<file path="src/jsu_pkg.sv">
// Package for the JSON string unescaper: payload types, status and kind
// codes, result-queue sizing and character-class helpers. No dependencies.
`default_nettype none

package jsu_pkg;

  // Input item: one raw byte of a string body
  typedef struct packed {
    logic [7:0] data_byte;
    logic [1:0] string_kind;
    logic       starts_string;
    logic       end_of_input;
  } in_t;

  // Result item: one decoded byte or one status report
  typedef struct packed {
    logic [7:0] out_byte;
    logic [2:0] status;
    logic       run_end;
  } out_t;

  // Result status codes
  localparam logic [2:0] ST_DATA   = 3'd0;
  localparam logic [2:0] ST_DONE   = 3'd1;
  localparam logic [2:0] ST_CTRL   = 3'd2;
  localparam logic [2:0] ST_BADHEX = 3'd3;
  localparam logic [2:0] ST_XESC   = 3'd4;
  localparam logic [2:0] ST_OCT    = 3'd5;
  localparam logic [2:0] ST_END    = 3'd6;

  // String kinds
  localparam logic [1:0] KIND_DQ  = 2'd0;
  localparam logic [1:0] KIND_SQ  = 2'd1;
  localparam logic [1:0] KIND_ID  = 2'd2;
  localparam logic [1:0] KIND_BAD = 2'd3;

  // Most results one input byte can cause (a three-byte UTF-8 sequence)
  localparam int MaxRes = 3;
  localparam int ResCntW = $clog2(MaxRes + 1);

  // Result queue sizing
  localparam int QDepth = MaxRes + 1;
  localparam int QCntW  = $clog2(QDepth + 1);

  // Results of one decode step, handed to the result queue
  typedef struct packed {
    logic [ResCntW-1:0]  cnt;
    out_t [MaxRes-1:0]   res;
  } push_t;

  // Hex digit test and value
  function automatic logic [4:0] hex_digit(input logic [7:0] c);
    logic [4:0] r;
    r = 5'd0;
    if (c >= "0" && c <= "9") r = {1'b1, 4'(c - 8'h30)};
    else if (c >= "a" && c <= "f") r = {1'b1, 4'(c - 8'h57)};
    else if (c >= "A" && c <= "F") r = {1'b1, 4'(c - 8'h37)};
    return r;
  endfunction

  // Letters, digits, underscore and dollar
  function automatic logic ident_char(input logic [7:0] c);
    return (c >= "a" && c <= "z") || (c >= "A" && c <= "Z") ||
           (c >= "0" && c <= "9") || c == "_" || c == "$";
  endfunction

endpackage

`default_nettype wire

</file>
<file path="src/jsu_decode.sv">
// Escape decoder: per-byte state machine and UTF-8 encoder for \u escapes.
// Depends on jsu_pkg.
`default_nettype none

module jsu_decode (
  input  wire logic         clk,
  input  wire logic         rst_n,
  input  wire logic         step,
  input  wire jsu_pkg::in_t item,
  output jsu_pkg::push_t    push
);

  localparam int ResCntW = jsu_pkg::ResCntW;

  typedef enum logic [2:0] {
    PH_IDLE = 3'd0,
    PH_BODY = 3'd1,
    PH_ESC  = 3'd2,
    PH_HEX0 = 3'd3,
    PH_HEX1 = 3'd4,
    PH_HEX2 = 3'd5,
    PH_HEX3 = 3'd6
  } phase_t;

  phase_t      phase_r, phase_nxt, eff_phase;
  logic [1:0]  mode_r, mode_nxt, eff_mode;
  logic [11:0] acc_r, acc_nxt, eff_acc;
  logic [4:0]  hex;
  logic [15:0] code;
  logic [7:0]  b;
  logic [7:0]  term;
  jsu_pkg::push_t res;

  // Pack one result
  function automatic jsu_pkg::out_t mk(input logic [7:0] v, input logic [2:0] st);
    jsu_pkg::out_t o;
    o.out_byte = (st == jsu_pkg::ST_DATA) ? v : 8'd0;
    o.status   = st;
    o.run_end  = 1'b0;
    return o;
  endfunction

  // Decode one byte against the current phase
  always_comb begin
    b         = item.data_byte;
    eff_phase = phase_r;
    eff_mode  = mode_r;
    eff_acc   = acc_r;
    if (item.starts_string) begin
      eff_phase = PH_BODY;
      eff_mode  = (item.string_kind == jsu_pkg::KIND_BAD) ? jsu_pkg::KIND_DQ : item.string_kind;
      eff_acc   = 12'd0;
    end
    phase_nxt = eff_phase;
    mode_nxt  = eff_mode;
    acc_nxt   = eff_acc;
    hex       = jsu_pkg::hex_digit(b);
    code      = {eff_acc, hex[3:0]};
    term      = (eff_mode == jsu_pkg::KIND_SQ) ? 8'h27 : 8'h22;
    res.cnt   = '0;
    res.res   = '0;

    if (eff_phase == PH_IDLE) begin
      res.cnt = '0;
    end else if (item.end_of_input) begin
      res.res[0] = mk(8'd0, jsu_pkg::ST_END);
      res.cnt    = 2'd1;
      phase_nxt  = PH_IDLE;
    end else begin
      unique case (eff_phase)
        PH_BODY: begin
          res.cnt = 2'd1;
          if ((eff_mode == jsu_pkg::KIND_ID) ? !jsu_pkg::ident_char(b) : (b == term)) begin
            res.res[0] = mk(8'd0, jsu_pkg::ST_DONE);
            phase_nxt  = PH_IDLE;
          end else if (b <= 8'h1F) begin
            res.res[0] = mk(8'd0, jsu_pkg::ST_CTRL);
            phase_nxt  = PH_IDLE;
          end else if (b == 8'h5C) begin
            res.cnt   = '0;
            phase_nxt = PH_ESC;
          end else begin
            res.res[0] = mk(b, jsu_pkg::ST_DATA);
          end
        end
        PH_ESC: begin
          res.cnt   = 2'd1;
          phase_nxt = PH_BODY;
          case (b)
            "b": res.res[0] = mk(8'h08, jsu_pkg::ST_DATA);
            "f": res.res[0] = mk(8'h0C, jsu_pkg::ST_DATA);
            "n": res.res[0] = mk(8'h0A, jsu_pkg::ST_DATA);
            "r": res.res[0] = mk(8'h0D, jsu_pkg::ST_DATA);
            "t": res.res[0] = mk(8'h09, jsu_pkg::ST_DATA);
            "v": res.res[0] = mk(8'h0B, jsu_pkg::ST_DATA);
            "u": begin
              res.cnt   = '0;
              phase_nxt = PH_HEX0;
              acc_nxt   = 12'd0;
            end
            "x": begin
              res.res[0] = mk(8'd0, jsu_pkg::ST_XESC);
              phase_nxt  = PH_IDLE;
            end
            "0", "1", "2", "3", "4", "5", "6", "7": begin
              res.res[0] = mk(8'd0, jsu_pkg::ST_OCT);
              phase_nxt  = PH_IDLE;
            end
            default: res.res[0] = mk(b, jsu_pkg::ST_DATA);
          endcase
        end
        PH_HEX0, PH_HEX1, PH_HEX2: begin
          if (!hex[4]) begin
            res.res[0] = mk(8'd0, jsu_pkg::ST_BADHEX);
            res.cnt    = 2'd1;
            phase_nxt  = PH_IDLE;
          end else begin
            acc_nxt   = {eff_acc[7:0], hex[3:0]};
            phase_nxt = phase_t'(eff_phase + 3'd1);
          end
        end
        PH_HEX3: begin
          if (!hex[4]) begin
            res.res[0] = mk(8'd0, jsu_pkg::ST_BADHEX);
            res.cnt    = 2'd1;
            phase_nxt  = PH_IDLE;
          end else begin
            acc_nxt   = 12'd0;
            phase_nxt = PH_BODY;
            // Encode the code point as UTF-8
            if (code < 16'h0080) begin
              res.res[0] = mk(code[7:0], jsu_pkg::ST_DATA);
              res.cnt    = 2'd1;
            end else if (code < 16'h0800) begin
              res.res[0] = mk(8'hC0 | {3'd0, code[10:6]}, jsu_pkg::ST_DATA);
              res.res[1] = mk(8'h80 | {2'd0, code[5:0]}, jsu_pkg::ST_DATA);
              res.cnt    = 2'd2;
            end else begin
              res.res[0] = mk(8'hE0 | {4'd0, code[15:12]}, jsu_pkg::ST_DATA);
              res.res[1] = mk(8'h80 | {2'd0, code[11:6]}, jsu_pkg::ST_DATA);
              res.res[2] = mk(8'h80 | {2'd0, code[5:0]}, jsu_pkg::ST_DATA);
              res.cnt    = 2'd3;
            end
          end
        end
        default: begin
          phase_nxt = PH_IDLE;
          res.cnt   = '0;
        end
      endcase
    end

    // Flag the last result of this byte
    for (int i = 0; i < jsu_pkg::MaxRes; i++) begin
      if (res.cnt == ResCntW'(i + 1)) res.res[i].run_end = 1'b1;
    end
  end

  assign push.res = res.res;
  assign push.cnt = step ? res.cnt : '0;

  // Hold decoder state; advance on each transfer
  always_ff @(posedge clk) begin
    if (!rst_n) begin
      phase_r <= PH_IDLE;
      mode_r  <= jsu_pkg::KIND_DQ;
      acc_r   <= 12'd0;
    end else if (step) begin
      phase_r <= phase_nxt;
      mode_r  <= mode_nxt;
      acc_r   <= acc_nxt;
    end
  end

`ifndef NO_ASSERTIONS
  // A status report always returns the decoder to idle
  a_fail_idle: assert property (@(posedge clk) disable iff (!rst_n)
    (step && push.cnt == 2'd1 && push.res[0].status != jsu_pkg::ST_DATA)
    |=> phase_r == PH_IDLE)
    else $error("decoder not idle after status report");

  // Multi-byte output only comes from the last hex digit
  a_multi_hex: assert property (@(posedge clk) disable iff (!rst_n)
    (step && push.cnt > 2'd1) |=> (phase_r == PH_BODY && acc_r == 12'd0))
    else $error("multi-byte result outside a \\u escape");
`endif

endmodule

`default_nettype wire

</file>
<file path="src/jsu_out_queue.sv">
// Result queue: takes up to three results per cycle from the decoder and
// hands them out one per transfer. Depends on jsu_pkg.
`default_nettype none

module jsu_out_queue (
  input  wire logic           clk,
  input  wire logic           rst_n,
  input  wire jsu_pkg::push_t push,
  output logic                room,
  output logic                out_valid,
  input  wire logic           out_stall,
  output jsu_pkg::out_t       out_data
);

  localparam int Depth = jsu_pkg::QDepth;
  localparam int CntW  = jsu_pkg::QCntW;
  localparam int MaxRes = jsu_pkg::MaxRes;

  jsu_pkg::out_t [Depth-1:0] q_r, q_nxt, shifted;
  logic [CntW-1:0] cnt_r, cnt_nxt, base, rel;
  logic            pop;

  assign out_valid = cnt_r != '0;
  assign out_data  = q_r[0];
  assign pop       = out_valid && !out_stall;
  // Room for a full burst of results
  assign room      = cnt_r <= CntW'(Depth - MaxRes);

  // Shift out the head, then append the new results behind the survivors
  always_comb begin
    base = cnt_r - {{(CntW-1){1'b0}}, pop};
    for (int i = 0; i < Depth - 1; i++) begin
      shifted[i] = pop ? q_r[i+1] : q_r[i];
    end
    shifted[Depth-1] = q_r[Depth-1];
    for (int i = 0; i < Depth; i++) begin
      rel      = CntW'(i) - base;
      q_nxt[i] = shifted[i];
      if (CntW'(i) >= base && rel < CntW'(push.cnt)) begin
        q_nxt[i] = push.res[rel[jsu_pkg::ResCntW-1:0]];
      end
    end
    cnt_nxt = base + CntW'(push.cnt);
  end

  // Hold queue count; payload needs no reset
  always_ff @(posedge clk) begin
    if (!rst_n) begin
      cnt_r <= '0;
    end else begin
      cnt_r <= cnt_nxt;
    end
  end

  always_ff @(posedge clk) begin
    q_r <= q_nxt;
  end

`ifndef NO_ASSERTIONS
  a_no_overflow: assert property (@(posedge clk) disable iff (!rst_n)
    cnt_r <= CntW'(Depth))
    else $error("result queue overflow");

  a_push_room: assert property (@(posedge clk) disable iff (!rst_n)
    push.cnt != '0 |-> room)
    else $error("results pushed without room");

  a_count: assert property (@(posedge clk) disable iff (!rst_n)
    (push.cnt != '0 && !pop) |=> cnt_r == $past(cnt_r) + CntW'($past(push.cnt)))
    else $error("queue count lost results");

  a_last_flag: assert property (@(posedge clk) disable iff (!rst_n)
    (cnt_r == CntW'(1) && !$past(push.cnt != '0) && out_valid) |-> out_data.run_end ||
    $past(cnt_r) == CntW'(1))
    else $error("queue tail does not close its input byte");
`endif

endmodule

`default_nettype wire

</file>
<file path="src/json_string_unescaper.sv">
// Top level of the JSON string unescaper: input register, escape decoder
// and result queue. Depends on jsu_pkg, jsu_decode and jsu_out_queue.
//
//   channel  ports                           payload          moves
//   in       in_valid, in_stall, in_data     jsu_pkg::in_t    one raw byte
//   out      out_valid, out_stall, out_data  jsu_pkg::out_t   one result
//
// A byte waits in the input register and is decoded in the cycle it leaves
// it, when its results enter the result queue; they show on out_data one per
// transfer. One byte per cycle is taken while each byte yields at most one
// result and out_stall stays low; a \u escape that yields two or three UTF-8
// bytes holds input until the single result port drains the queue. Reset
// (rst_n low, synchronous) empties the pipeline and returns the decoder to
// idle. out_stall backs up into in_stall once the result queue lacks room.
`default_nettype none

module json_string_unescaper (
  input  wire logic          clk,
  input  wire logic          rst_n,
  input  wire logic          in_valid,
  output logic               in_stall,
  input  wire jsu_pkg::in_t  in_data,
  output logic               out_valid,
  input  wire logic          out_stall,
  output jsu_pkg::out_t      out_data
);

  jsu_pkg::in_t   in_r;
  logic           in_vld_r;
  logic           room;
  logic           step;
  jsu_pkg::push_t push;

  // Decode the held byte once the queue can take its results
  assign step     = in_vld_r && room;
  assign in_stall = in_vld_r && !room;

  // Hold the input register while stalled
  always_ff @(posedge clk) begin
    if (!rst_n) begin
      in_vld_r <= 1'b0;
    end else if (!in_stall) begin
      in_vld_r <= in_valid;
    end
  end

  always_ff @(posedge clk) begin
    if (!in_stall && in_valid) begin
      in_r <= in_data;
    end
  end

  jsu_decode u_decode (
    .clk   (clk),
    .rst_n (rst_n),
    .step  (step),
    .item  (in_r),
    .push  (push)
  );

  jsu_out_queue u_queue (
    .clk       (clk),
    .rst_n     (rst_n),
    .push      (push),
    .room      (room),
    .out_valid (out_valid),
    .out_stall (out_stall),
    .out_data  (out_data)
  );

endmodule

`default_nettype wire
</file>
<file path="config.mk">
export PLATFORM = sky130hd
export DESIGN_NAME = json_string_unescaper
export DESIGN_NICKNAME = d
export VERILOG_FILES = /design/src/jsu_pkg.sv /design/src/jsu_decode.sv /design/src/jsu_out_queue.sv /design/src/json_string_unescaper.sv
export SDC_FILE = /design/constraint.sdc
export NUM_CORES = 1
export LEC_CHECK = 0
export ABC_AREA = 0
export BUFFER_PORTS_ARGS = -buffer_cell sky130_fd_sc_hd__buf_2
export CAP_MARGIN = 20
export CORE_UTILIZATION = 56
export CTS_CLUSTER_DIAMETER = 40
export DETAILED_ROUTE_END_ITERATION = 10
export PLACE_DENSITY_LB_ADDON = 0.1
export SYNTH_ARGS = -nofsm -noshare
export SYNTH_HDL_FRONTEND = slang
export SYNTH_SLANG_ARGS = --single-unit
export TNS_END_PERCENT = 5
</file>
<file path="constraint.sdc">
create_clock -name clk -period 4.06 [get_ports clk]
set_input_delay 0.203 -clock clk [delete_from_list [all_inputs] [get_ports clk]]
set_output_delay 0.203 -clock clk [all_outputs]
set_load 0.05 [all_outputs]
</file>
==> flow_metrics.tcl <==
set metrics [dict create \
    outcome "completed" \
    netlist_top_cells_count "edfxtp_1 (60), nand2_1 (57), nor2_1 (52)" \
    synth_top_area_share_pct 32.09 \
    gp_congestion 0.9836 \
    ant_nets 0 \
    vias 5358 \
    cpMaxStageDelayCell "or4_1" \
    fin_util_pct 64.69 \
    diodes 0 \
    antenna_found_initial 0 \
    cp-start-kind "flop" \
    die_w_um 102.1 \
    cts_root_buf "clkbuf_8" \
    dpl_cell_area_um2 6006 \
    placementRows 36 \
    drive_above_1_share_pct 16.72 \
    cts.reportedPaths.clkPinSlew_ns 0.09 \
    p_leak_uw 0.002272 \
    finalHoldViolCount 0 \
    syn_nets 673 \
    power_frac_clock_pct 10.5 \
    finalSetupTns_ns 0 \
    viasPerCell 6.623 \
    hold_start "in_data[7]" \
    design_area_um2 6294 \
    worst-endpoint-required_ns 4.16 \
    synth_edf_count 60 \
    cts-htree-levels 3 \
    grt_max_degree 40 \
    period_needed_ns 3.816 \
    critPathCaptureType "flop" \
    first_global_vias 4927 \
    ys_seq_elements 81 \
    worstPathMaxFanout 17 \
    max_cap_viol_count 0 \
    pwr-share-comb_pct 58.6 \
    finalNetCount 710 \
    grt_use_total_pct 33.10 \
    crit_path_start "in_r[1]" \
    yosysSeqAreaShare_pct 39.58 \
    synth_most_common_cell "edfxtp_1" \
    clock_path_buffers 2 \
    postSynthAreaPerCell_um2 8.855 \
    worstPathArrival_ns 3.92 \
    port_buffers 29 \
    cts_buffers 9 \
    slew_viol_final 0 \
    dieHeight_um 102.1 \
    crit_chain "buf_4 > nand2b_1 > or4_1 > a311oi_2 > nand2b_2 > o211a_1 > ha_1 > nor2b_1 > or4_1 > nor3_4 > a2111oi_0 > nor2_1" \
    seqPwrFrac_pct 31.0 \
    netlist_instances 634 \
    cts.sinks 81 \
    regToRegStartpoint "in_r[1]" \
    drt_iter0_drc 537 \
    crit_family "simple AND/OR/NAND/NOR gates" \
    slew_headroom_pct 30.05 \
    core_um2 9729 \
    cts_tree "done" \
    yosysTopAreaCell "edfxtp_1" \
    yosys_most_used_dff "edfxtp_1" \
    hold_path.class "input pin to flop" \
    fin_skew_ns 0.01141 \
    setup_violations 0 \
    ir_drop_v 0.0006241 \
    crit_top_cell "or4_1" \
    synth_cell_type_count 75 \
    grt_setup_unrepaired "no" \
    tightest_slew_ns 1.047 \
    drt-total-wl_um 16790 \
    grt-ovfl-total 0 \
    switching_share_pct 48.34 \
    wl_per_cell_um 20.76 \
    p_int_uw 2665 \
    ys_warn_count 0 \
    syn_area_um2 5614 \
    initial_utilization_pct 57.70 \
    drc 0 \
    post-route-period-util_pct 94.00 \
    synth_area_leaders "edfxtp_1 (32%), dfxtp_1 (7.5%), ha_1 (4.9%)" \
    path_class "flop to flop" \
    switching_power_uw 2494 \
    fmax_mhz 262.0 \
    power.density_nw_per_um2 819.7 \
    holdWs_ns 0.006359 \
    nFillCells 842 \
    critPathBufInv 1 \
    async_flop_share_pct 0 \
    slowest_delay_ns 0.52 \
    firstDrtPassIters 9 \
    dp_hpwl_um 12470 \
    grt_pass1_wl_um 26120 \
    io_pins 30 \
    area_delta_synth_final_pct 12.10 \
    worstSkewPairLatency_ns 0.37 \
    fp.dieArea_um2 10430 \
]
[power by group through the flow]
stage	Sequential (uW)	Clock, uW	Combinational [uW]
6_report	1600	540	3020
2_1_floorplan	1570	0	2170
4_1_cts	1600	541	2950
5_1_grt	1630	567	3300
3_5_place_dp	1620	0	2940
3_3_place_gp	1600	0	2890
[what timing repair did]
item,4_1_cts,5_1_grt
endpoints found under the setup margin,0,31
setup buffers,0,3
resized for setup,0,9
hold buffers,5,0
hold endpoints to repair,5,0
[metrics by stage]
| step | setup WS [ns] | power (uW) | cells |
|---|---|---|---|
| after floorplan | 0.04227 | 3743 | 634 |
| after global placement | 0.2200 | 4491 | 785 |
| after detailed placement | 0.05835 | 4557 | 785 |
| after CTS | 0.02939 | 5094 | 806 |
| after global routing | 0.002895 | 5497 | 809 |
| final | 0.2437 | 5159 | 809 |
[kinds of logic (layout without fill, tap and decap cells)]
family | count (synthesis) | in the layout | synth area share, %
flip-flops | 81 | 81 | 39.58
XOR/XNOR | 4 | 4 | 0.6241
AO/OA/AOI/OAI | 202 | 202 | 24.54
multiplexers | 6 | 6 | 1.114
AND/OR/NAND/NOR | 246 | 246 | 23.18
buffers and inverters | 72 | 114 | 5.705
adder cells (fa/ha/maj) | 23 | 23 | 5.260
[worst paths after layout]
path	end	slack, ns	cells past startpoint
worst max register to register	u_queue.out_data[0]	0.24	12
worst min register to register	u_decode.phase_r[1]	0.46	2
worst min-delay path	in_r[7]	0.006	1
worst max-delay path	u_queue.out_data[0]	0.24	12
[layout by cell type, fill, tap and decap left out, types with 13 or more instances in the layout]
| cell type | count |
|---|---|
| a21oi_1 | 44 |
| a22oi_1 | 14 |
| a31oi_1 | 13 |
| buf_2 | 29 |
| buf_4 | 40 |
| dfxtp_1 | 21 |
| edfxtp_1 | 60 |
| ha_1 | 21 |
| inv_1 | 23 |
| nand2_1 | 55 |
| nand3_1 | 14 |
| nor2_1 | 50 |
| nor2b_1 | 20 |
| nor3_1 | 17 |
| o211ai_1 | 14 |
| o21ai_0 | 33 |
[registers in the layout, indices dropped and copies added, names as in the netlist]
register          count
u_decode.phase_r      3
u_queue.out_data     12
u_queue.q_r          36
u_decode.acc_r       12
u_queue.cnt_r         3
in_r                 12
u_decode.mode_r       2
in_vld_r              1
[routing by layer]
layer	up-vias	global-route usage [%]	part of all wire [%]
li1	2484	-	-
met1	2487	44.53	41
met2	329	54.21	47
met3	58	3.488	8.4
met4	0	14.29	4.1
met5	-	0	0
[area by class of cell]
cell class	count	area (um^2)	share of cell area (%)
Clock inverter	7	45.04	0.7157
Inverter	24	90.09	1.431
Sequential cell	81	2222	35.31
Multi-Input combinational cell	481	3151	50.06
Tap cell	133	166.4	2.644
Timing Repair Buffer	74	495.5	7.873
Clock buffer	9	123.9	1.968
No activity file was read; power rests on OpenSTA's default activity.
